[config.mk]
export PLATFORM = sky130hd
export DESIGN_NAME = crt_congruence_merger
export DESIGN_NICKNAME = d
export VERILOG_FILES = /design/src/rtl/crt_pkg.sv /design/src/rtl/crt_congruence_merger.sv /design/src/rtl/crt_unit.sv
export SDC_FILE = /design/constraint.sdc
export NUM_CORES = 2
export LEC_CHECK = 0
export BUFFER_PORTS_ARGS = -buffer_cell sky130_fd_sc_hd__buf_2
export CELL_PAD_IN_SITES_DETAIL_PLACEMENT = 1
export CELL_PAD_IN_SITES_GLOBAL_PLACEMENT = 2
export CORE_UTILIZATION = 42
export CTS_CLUSTER_SIZE = 16
export DETAILED_ROUTE_END_ITERATION = 8
export HOLD_SLACK_MARGIN = 0.03
export PLACE_DENSITY = 0.77
export SYNTH_ARGS = -nofsm -noshare
export SYNTH_HDL_FRONTEND = slang
export SYNTH_SLANG_ARGS = --single-unit
[constraint.sdc]
create_clock -name clk -period 9.4 [get_ports clk]
set_input_delay 1.41 -clock clk [delete_from_list [all_inputs] [get_ports clk]]
set_output_delay 1.41 -clock clk [all_outputs]
set_load 0.01 [all_outputs]
[src/rtl/crt_pkg.sv]
`timescale 1ns / 1ps

package crt_pkg;

    localparam int OPA_W  = 64;
    localparam int OPB_W  = 32;
    localparam int PROD_W = OPA_W + OPB_W;

    typedef enum logic
    {
        OP_DIV,
        OP_MUL
    } unit_op_t;

    typedef struct packed
    {
        logic             start;
        unit_op_t         op;
        logic [OPA_W-1:0] a;
        logic [OPB_W-1:0] b;
    } unit_req_t;

    typedef struct packed
    {
        logic              done;
        logic [OPA_W-1:0]  quo;
        logic [OPB_W-1:0]  rem;
        logic [PROD_W-1:0] prod;
    } unit_rsp_t;

endpackage

[src/rtl/crt_congruence_merger.sv]
`timescale 1ns / 1ps

// Merges a stream of congruences x = remainder (mod modulus) into one running
// congruence x = combined_remainder (mod combined_modulus); moduli need not be
// coprime. Each beat returns one result beat. A single bit-serial unit does all
// the arithmetic. A full merge costs ten divides and three multiplies, plus one
// divide per step of the gcd and a divide and a multiply per step of the
// inverse search; with 32-bit moduli each loop runs at most about 46 steps.
// A sticky flag or a zero modulus skips the arithmetic. The block takes no new
// beat until the current result has been loaded into the output register.
module crt_congruence_merger import crt_pkg::*;
#(
    parameter int MOD_WIDTH = 32,
    parameter int ACC_WIDTH = 63
)
(
    input  logic        clk,
    input  logic        rst_n,
    input  logic        in_valid,
    output logic        in_ready,
    input  logic        start_system,
    input  logic [31:0] remainder,
    input  logic [31:0] modulus,
    output logic        out_valid,
    input  logic        out_ready,
    output logic [62:0] combined_remainder,
    output logic [62:0] combined_modulus,
    output logic        consistent,
    output logic        overflowed
);

    typedef enum logic [4:0]
    {
        S_IDLE, S_CHECK, S_RMOD, S_GINIT, S_GLOOP, S_GSTEP, S_CHK1, S_CHK2,
        S_MP, S_OVF, S_RM, S_DG, S_BG, S_BGM, S_ELOOP, S_EDIV, S_EMUL,
        S_KM, S_KD, S_FM, S_EMIT
    } state_t;

    state_t                 state_reg;
    unit_req_t              req_reg;
    unit_rsp_t              rsp;

    logic [ACC_WIDTH-1:0]   acc_r_reg;
    logic [ACC_WIDTH-1:0]   acc_m_reg;
    logic [ACC_WIDTH-1:0]   new_m_reg;
    logic                   nosol_reg;
    logic                   ovf_reg;
    logic [OPB_W-1:0]       r_reg;
    logic [OPB_W-1:0]       m_reg;
    logic [OPB_W-1:0]       ga_reg;
    logic [OPB_W-1:0]       gb_reg;
    logic [OPB_W-1:0]       t_reg;
    logic [OPB_W-1:0]       mp_reg;
    logic [OPB_W-1:0]       dg_reg;
    logic [OPB_W-1:0]       e0_reg;
    logic [OPB_W-1:0]       e1_reg;
    logic signed [34:0]     s0_reg;
    logic signed [34:0]     s1_reg;
    logic                   out_valid_reg;
    logic [62:0]            out_r_reg;
    logic [62:0]            out_m_reg;
    logic                   out_c_reg;
    logic                   out_o_reg;

    logic [OPB_W:0]         diff_w;
    logic signed [34:0]     prod_s;
    logic signed [34:0]     qs;
    logic signed [34:0]     inv_w;
    logic [OPB_W-1:0]       inv;
    logic [OPB_W-1:0]       s1_mag;
    logic                   accept;

    crt_unit u_unit
    (
        .clk   (clk),
        .rst_n (rst_n),
        .req   (req_reg),
        .rsp   (rsp)
    );

    assign in_ready = (state_reg == S_IDLE);
    assign accept   = in_valid && in_ready;

    always_comb
    begin
        diff_w = (r_reg >= rsp.rem) ? {1'b0, r_reg} - {1'b0, rsp.rem}
                                    : {1'b0, r_reg} + {1'b0, m_reg} - {1'b0, rsp.rem};
        prod_s = $signed({1'b0, rsp.prod[33:0]});
        qs     = s1_reg[34] ? -prod_s : prod_s;
        s1_mag = s1_reg[34] ? OPB_W'(-s1_reg) : OPB_W'(s1_reg);
        inv_w  = s0_reg[34] ? s0_reg + $signed({3'b000, mp_reg}) : s0_reg;
        inv    = (inv_w[OPB_W-1:0] == mp_reg) ? '0 : inv_w[OPB_W-1:0];
    end

    always_ff @(posedge clk or negedge rst_n)
    begin
        if (!rst_n)
        begin
            state_reg     <= S_IDLE;
            req_reg       <= '0;
            acc_r_reg     <= '0;
            acc_m_reg     <= ACC_WIDTH'(1);
            nosol_reg     <= 1'b0;
            ovf_reg       <= 1'b0;
            out_valid_reg <= 1'b0;
        end
        else
        begin
            req_reg.start <= 1'b0;
            if (out_valid_reg && out_ready)
            begin
                out_valid_reg <= 1'b0;
            end
            case (state_reg)
                S_IDLE:
                begin
                    if (accept)
                    begin
                        if (start_system)
                        begin
                            acc_r_reg <= '0;
                            acc_m_reg <= ACC_WIDTH'(1);
                            nosol_reg <= 1'b0;
                            ovf_reg   <= 1'b0;
                        end
                        r_reg     <= OPB_W'(remainder[MOD_WIDTH-1:0]);
                        m_reg     <= OPB_W'(modulus[MOD_WIDTH-1:0]);
                        state_reg <= S_CHECK;
                    end
                end
                S_CHECK:
                begin
                    if (nosol_reg || ovf_reg)
                    begin
                        state_reg <= S_EMIT;
                    end
                    else if (m_reg == '0)
                    begin
                        nosol_reg <= 1'b1;
                        state_reg <= S_EMIT;
                    end
                    else
                    begin
                        req_reg   <= '{1'b1, OP_DIV, OPA_W'(r_reg), m_reg};
                        state_reg <= S_RMOD;
                    end
                end
                S_RMOD:
                begin
                    if (rsp.done)
                    begin
                        r_reg     <= rsp.rem;
                        req_reg   <= '{1'b1, OP_DIV, OPA_W'(acc_m_reg), m_reg};
                        state_reg <= S_GINIT;
                    end
                end
                S_GINIT:
                begin
                    if (rsp.done)
                    begin
                        ga_reg    <= m_reg;
                        gb_reg    <= rsp.rem;
                        state_reg <= S_GLOOP;
                    end
                end
                S_GLOOP:
                begin
                    // ga holds the gcd once gb reaches zero
                    if (gb_reg == '0)
                    begin
                        req_reg   <= '{1'b1, OP_DIV, OPA_W'(r_reg), ga_reg};
                        state_reg <= S_CHK1;
                    end
                    else
                    begin
                        req_reg   <= '{1'b1, OP_DIV, OPA_W'(ga_reg), gb_reg};
                        state_reg <= S_GSTEP;
                    end
                end
                S_GSTEP:
                begin
                    if (rsp.done)
                    begin
                        ga_reg    <= gb_reg;
                        gb_reg    <= rsp.rem;
                        state_reg <= S_GLOOP;
                    end
                end
                S_CHK1:
                begin
                    if (rsp.done)
                    begin
                        t_reg     <= rsp.rem;
                        req_reg   <= '{1'b1, OP_DIV, OPA_W'(acc_r_reg), ga_reg};
                        state_reg <= S_CHK2;
                    end
                end
                S_CHK2:
                begin
                    if (rsp.done)
                    begin
                        if (rsp.rem != t_reg)
                        begin
                            nosol_reg <= 1'b1;
                            state_reg <= S_EMIT;
                        end
                        else
                        begin
                            req_reg   <= '{1'b1, OP_DIV, OPA_W'(m_reg), ga_reg};
                            state_reg <= S_MP;
                        end
                    end
                end
                S_MP:
                begin
                    if (rsp.done)
                    begin
                        mp_reg    <= rsp.quo[OPB_W-1:0];
                        req_reg   <= '{1'b1, OP_MUL, OPA_W'(acc_m_reg), rsp.quo[OPB_W-1:0]};
                        state_reg <= S_OVF;
                    end
                end
                S_OVF:
                begin
                    if (rsp.done)
                    begin
                        if ((rsp.prod >> ACC_WIDTH) != '0)
                        begin
                            ovf_reg   <= 1'b1;
                            state_reg <= S_EMIT;
                        end
                        else
                        begin
                            new_m_reg <= rsp.prod[ACC_WIDTH-1:0];
                            req_reg   <= '{1'b1, OP_DIV, OPA_W'(acc_r_reg), m_reg};
                            state_reg <= S_RM;
                        end
                    end
                end
                S_RM:
                begin
                    if (rsp.done)
                    begin
                        if (mp_reg == OPB_W'(1))
                        begin
                            // multiplier is zero: remainder holds
                            acc_m_reg <= new_m_reg;
                            state_reg <= S_EMIT;
                        end
                        else
                        begin
                            req_reg   <= '{1'b1, OP_DIV, OPA_W'(diff_w[OPB_W-1:0]), ga_reg};
                            state_reg <= S_DG;
                        end
                    end
                end
                S_DG:
                begin
                    if (rsp.done)
                    begin
                        dg_reg    <= rsp.quo[OPB_W-1:0];
                        req_reg   <= '{1'b1, OP_DIV, OPA_W'(acc_m_reg), ga_reg};
                        state_reg <= S_BG;
                    end
                end
                S_BG:
                begin
                    if (rsp.done)
                    begin
                        req_reg   <= '{1'b1, OP_DIV, rsp.quo, mp_reg};
                        state_reg <= S_BGM;
                    end
                end
                S_BGM:
                begin
                    if (rsp.done)
                    begin
                        e0_reg    <= mp_reg;
                        e1_reg    <= rsp.rem;
                        s0_reg    <= '0;
                        s1_reg    <= 35'sd1;
                        state_reg <= S_ELOOP;
                    end
                end
                S_ELOOP:
                begin
                    if (e1_reg == '0)
                    begin
                        req_reg   <= '{1'b1, OP_MUL, OPA_W'(dg_reg), inv};
                        state_reg <= S_KM;
                    end
                    else
                    begin
                        req_reg   <= '{1'b1, OP_DIV, OPA_W'(e0_reg), e1_reg};
                        state_reg <= S_EDIV;
                    end
                end
                S_EDIV:
                begin
                    if (rsp.done)
                    begin
                        e0_reg    <= e1_reg;
                        e1_reg    <= rsp.rem;
                        req_reg   <= '{1'b1, OP_MUL, rsp.quo, s1_mag};
                        state_reg <= S_EMUL;
                    end
                end
                S_EMUL:
                begin
                    if (rsp.done)
                    begin
                        s0_reg    <= s1_reg;
                        s1_reg    <= s0_reg - qs;
                        state_reg <= S_ELOOP;
                    end
                end
                S_KM:
                begin
                    if (rsp.done)
                    begin
                        req_reg   <= '{1'b1, OP_DIV, rsp.prod[OPA_W-1:0], mp_reg};
                        state_reg <= S_KD;
                    end
                end
                S_KD:
                begin
                    if (rsp.done)
                    begin
                        req_reg   <= '{1'b1, OP_MUL, OPA_W'(acc_m_reg), rsp.rem};
                        state_reg <= S_FM;
                    end
                end
                S_FM:
                begin
                    if (rsp.done)
                    begin
                        acc_r_reg <= acc_r_reg + rsp.prod[ACC_WIDTH-1:0];
                        acc_m_reg <= new_m_reg;
                        state_reg <= S_EMIT;
                    end
                end
                S_EMIT:
                begin
                    // hold until the output register is free
                    if (!out_valid_reg || out_ready)
                    begin
                        out_valid_reg <= 1'b1;
                        out_r_reg     <= 63'(acc_r_reg);
                        out_m_reg     <= 63'(acc_m_reg);
                        out_c_reg     <= !nosol_reg;
                        out_o_reg     <= ovf_reg;
                        state_reg     <= S_IDLE;
                    end
                end
                default:
                begin
                    state_reg <= S_IDLE;
                end
            endcase
        end
    end

    assign out_valid          = out_valid_reg;
    assign combined_remainder = out_r_reg;
    assign combined_modulus   = out_m_reg;
    assign consistent         = out_c_reg;
    assign overflowed         = out_o_reg;

endmodule

[src/rtl/crt_unit.sv]
`timescale 1ns / 1ps

// Shared bit-serial unit: restoring divide (64 / 32, one quotient bit a cycle)
// or shift-add multiply (64 x 32, one multiplier bit a cycle).
module crt_unit import crt_pkg::*;
(
    input  logic      clk,
    input  logic      rst_n,
    input  unit_req_t req,
    output unit_rsp_t rsp
);

    localparam int CNT_W = $clog2(OPA_W);

    logic              busy_reg;
    logic              done_reg;
    unit_op_t          op_reg;
    logic [CNT_W-1:0]  cnt_reg;
    logic [OPA_W-1:0]  quo_reg;
    logic [OPB_W-1:0]  rem_reg;
    logic [OPB_W-1:0]  b_reg;
    logic [PROD_W-1:0] mcand_reg;
    logic [PROD_W-1:0] prod_reg;

    logic [OPB_W:0]    partial;
    logic              fits;
    logic [OPB_W-1:0]  rem_step;
    logic [CNT_W-1:0]  last_cnt;

    always_comb
    begin
        partial  = {rem_reg, quo_reg[OPA_W-1]};
        fits     = (partial >= {1'b0, b_reg});
        rem_step = fits ? OPB_W'(partial - {1'b0, b_reg}) : partial[OPB_W-1:0];
        last_cnt = (op_reg == OP_DIV) ? CNT_W'(OPA_W - 1) : CNT_W'(OPB_W - 1);
    end

    always_ff @(posedge clk or negedge rst_n)
    begin
        if (!rst_n)
        begin
            busy_reg <= 1'b0;
            done_reg <= 1'b0;
            op_reg   <= OP_DIV;
            cnt_reg  <= '0;
        end
        else
        begin
            done_reg <= 1'b0;
            if (req.start)
            begin
                busy_reg  <= 1'b1;
                op_reg    <= req.op;
                cnt_reg   <= '0;
                quo_reg   <= req.a;
                rem_reg   <= '0;
                b_reg     <= req.b;
                mcand_reg <= PROD_W'(req.a);
                prod_reg  <= '0;
            end
            else if (busy_reg)
            begin
                if (op_reg == OP_DIV)
                begin
                    quo_reg <= {quo_reg[OPA_W-2:0], fits};
                    rem_reg <= rem_step;
                end
                else
                begin
                    if (b_reg[0])
                    begin
                        prod_reg <= prod_reg + mcand_reg;
                    end
                    mcand_reg <= {mcand_reg[PROD_W-2:0], 1'b0};
                    b_reg     <= {1'b0, b_reg[OPB_W-1:1]};
                end
                cnt_reg <= cnt_reg + 1'b1;
                if (cnt_reg == last_cnt)
                begin
                    busy_reg <= 1'b0;
                    done_reg <= 1'b1;
                end
            end
        end
    end

    assign rsp.done = done_reg;
    assign rsp.quo  = quo_reg;
    assign rsp.rem  = rem_reg;
    assign rsp.prod = prod_reg;

endmodule

==> qor.txt <==
Status -> complete, no violations
Synthesized area per cell -> 10.1 sq um
PostCTS Resize Cnt -> 0
Synth top area share -> 39.4%
Max VDD drop -> 0.182 mV
Crit path capture -> s1_reg[34]
CTS buffer count -> 138
Cell area after synthesis -> 66,200 sq um
Area grow syn2layout -> 12.1%
# IOs -> 199
CTS sink count -> 1,110
Worst-Margin Slew -> 1220 ps
RSZ-0062 raised after global routing -> false
R2r endpoint -> s1_reg[34]
Later-pin clock latency in the skew report -> 790 ps
Final worst path period share -> 63.6%
PnR Total Power -> 11.8 mW
Initial antenna violation count -> 12
Number of synthesized flops with an enable pin -> 869
Root buf cell -> clkbuf_16
Buffers on Ports -> 198
Reg-to-reg slack, setup -> 3430 ps
Share of synthesized registers carrying an async set or reset -> 21.7%
Initial DRT Pass Iterations -> 9
CP arrival -> 6460 ps
Share of cells above drive strength 1 -> 10.1%
Crit end category -> register
M1 wire length -> 114,000 um
Routed wire length -> 275,000 um
Area contributors post-synth -> edfxtp_1 (39%), dfrtp_1 (9.1%), ha_1 (6.1%)
Largest register FFs -> 98
Post-synthesis net count -> 6,983
Post-route setup TNS -> 0 ps
All-layer global routing usage -> 34.2%
Setup Buffers After CTS -> 0
Top cells by count, synth -> nand2_1 (899), edfxtp_1 (869), o21ai_0 (521)
Max_slew headroom -> 18.5%
Synth Instances -> 6,556
Global route overflow -> 0
Post-synth top flop -> edfxtp_1
Number of global-route vias before repair -> 55,910
Worst Path Max Fanout -> 9
Via density per instance -> 6.27
Setup crit start kind -> register
Tightest Hold Check Type -> reg -> reg
Max-cap violations -> 0
Classification of the worst setup path -> reg -> reg
Antenna-violating nets left -> 0
Die Ht -> 399 um
Number of DRC markers in iteration 0 -> 6,049
Yosys warnings -> 0
Seq/Total Area, Yosys -> 48.6%
Met3 wire len -> 21,100 um
Row count -> 145
Finish-stage setup viols -> 0
Final nets -> 7,096
RR Startpoint -> u_unit.prod_reg[1]
Die area -> 159,000 sq um
Crit path from -> u_unit.prod_reg[1]
Die width -> 399 um
Max Root-Sink Buffers -> 3
CP Data Required Time -> 9890 ps
Htree depth -> 4
Detailed placement HPWL -> 208,000 um
Largest net degree at the start of global routing -> 161
Via count -> 55,477
Clock skew -> 31.3 ps
Synth area leader -> edfxtp_1
First-pass GRT wire length -> 397,000 um
Total power per unit cell area -> 159 nW/um^2
Most frequent cell after synthesis -> nand2_1
Fmax -> 167 MHz
CTS tree -> done
Count of different cell masters after synthesis -> 87
Cell count of the worst reg-to-reg path -> 19
Final GP Congestion -> 1.00
Drt wl/cell -> 31.1 um
#FFs+latches synth -> 1,110
CTS clock-pin slew for the worst setup and hold paths -> 60 ps
Worst hold slack -> 495 ps
Top Metal Used -> met5
Met2 routed WL -> 125,000 um
Crit path time final -> 5970 ps
DR DRC count -> 0
Hold Vio Cnt, Final -> 0
# hold bufs at CTS -> 0
Fin. max-slew vios -> 0
Core ar. -> 156,000 sq um
Initial Util -> 42.3%
Leakage -> 29.3 nW
## report_power, final
part	internal, mW	switching [mW]
Combinational	0.347	0.626
Clock	3.16	2.31
Sequential	5.32	0.0745
Total	8.82	3.01
## metrics by stage
stage                     setup slack [ps]  instances  area (sq um)  util (%)
final                                 3430       8845         74200      47.4
after global placement                3500       8587         69600      44.5
after detailed placement              3440       8587         69600      44.5
after floorplan                        330       6556         66200         -
after global routing                  3050       8843         74200      47.4
after CTS                             3420       8843         74200      47.4
## cell type report
| cell class | count | area (sq um) |
|---|---|---|
| clock buffer | 177 | 3750 |
| timing repair buffer | 314 | 1920 |
| inverter | 290 | 1090 |
| sequential | 1110 | 32100 |
| tap | 2058 | 2570 |
| antenna | 2 | 5.00 |
| clock inverter | 79 | 831 |
| multi-input combinational | 4815 | 31900 |
| fill | 17280 | 82200 |
## worst min-delay path by stage
stage / start / endpoint / slack, ps / cells past startpoint
floorplan: acc_m_reg[32] / combined_modulus[32] / 450 / 0
global placement: req_reg[88] / req_reg[88] / 480 / 1
detailed placement: acc_m_reg[45] / combined_modulus[45] / 470 / 0
CTS: rst_n / acc_r_reg[41] / 460 / 1
global route: rst_n / acc_r_reg[41] / 490 / 1
finish: acc_m_reg[43] / combined_modulus[43] / 490 / 0
## layer usage
metal	GRT usage, %	vias up
met5	0	-
met1	45.5	28088
met4	16.5	4
met3	6.18	468
met2	53.6	2191
li1	-	24726
## critical path, cell delays in order (launching register included)
cell      delay [ps]
edfxtp_1         560
or3_4            450
nand2b_4         150
or2_1            270
or3_1            440
or2_1            270
or3_1            450
o21ai_0          230
xor2_1           110
ha_1             380
and2_1           170
nand4_1          200
o21ai_0          230
a21oi_1          110
o21ai_0          470
a31oi_1          200
o21ai_0          560
nand4_1          200
a21oi_1          190
nor3b_1           60
## cell usage in the layout (no fill, tap or decap), types with 71 or more instances in the layout
cell type	instances
a21o_1	222
a21oi_1	504
a221oi_1	97
a222oi_1	95
and3_1	71
buf_2	197
buf_4	112
clkbuf_16	139
dfrtp_1	239
edfxtp_1	869
ha_1	321
inv_1	286
nand2_1	894
nand3_1	150
nand4_1	80
nor2_1	314
nor3_1	78
o21ai_0	521
xnor2_1	200
xor2_1	215
## kinds of logic after synthesis
| kind of cell | Yosys count | share of synthesized area (%) |
|---|---|---|
| AOI/OAI and AO/OA | 1987 | 19.7 |
| and+or+nand+nor | 1918 | 13.2 |
| DFF | 1110 | 48.6 |
| buffers and inverters | 631 | 3.58 |
| xor gates and xnor gates | 416 | 5.53 |
| adders and majority gates | 358 | 7.19 |
| muxes | 136 | 2.19 |
(Power assumes the default switching activity.)
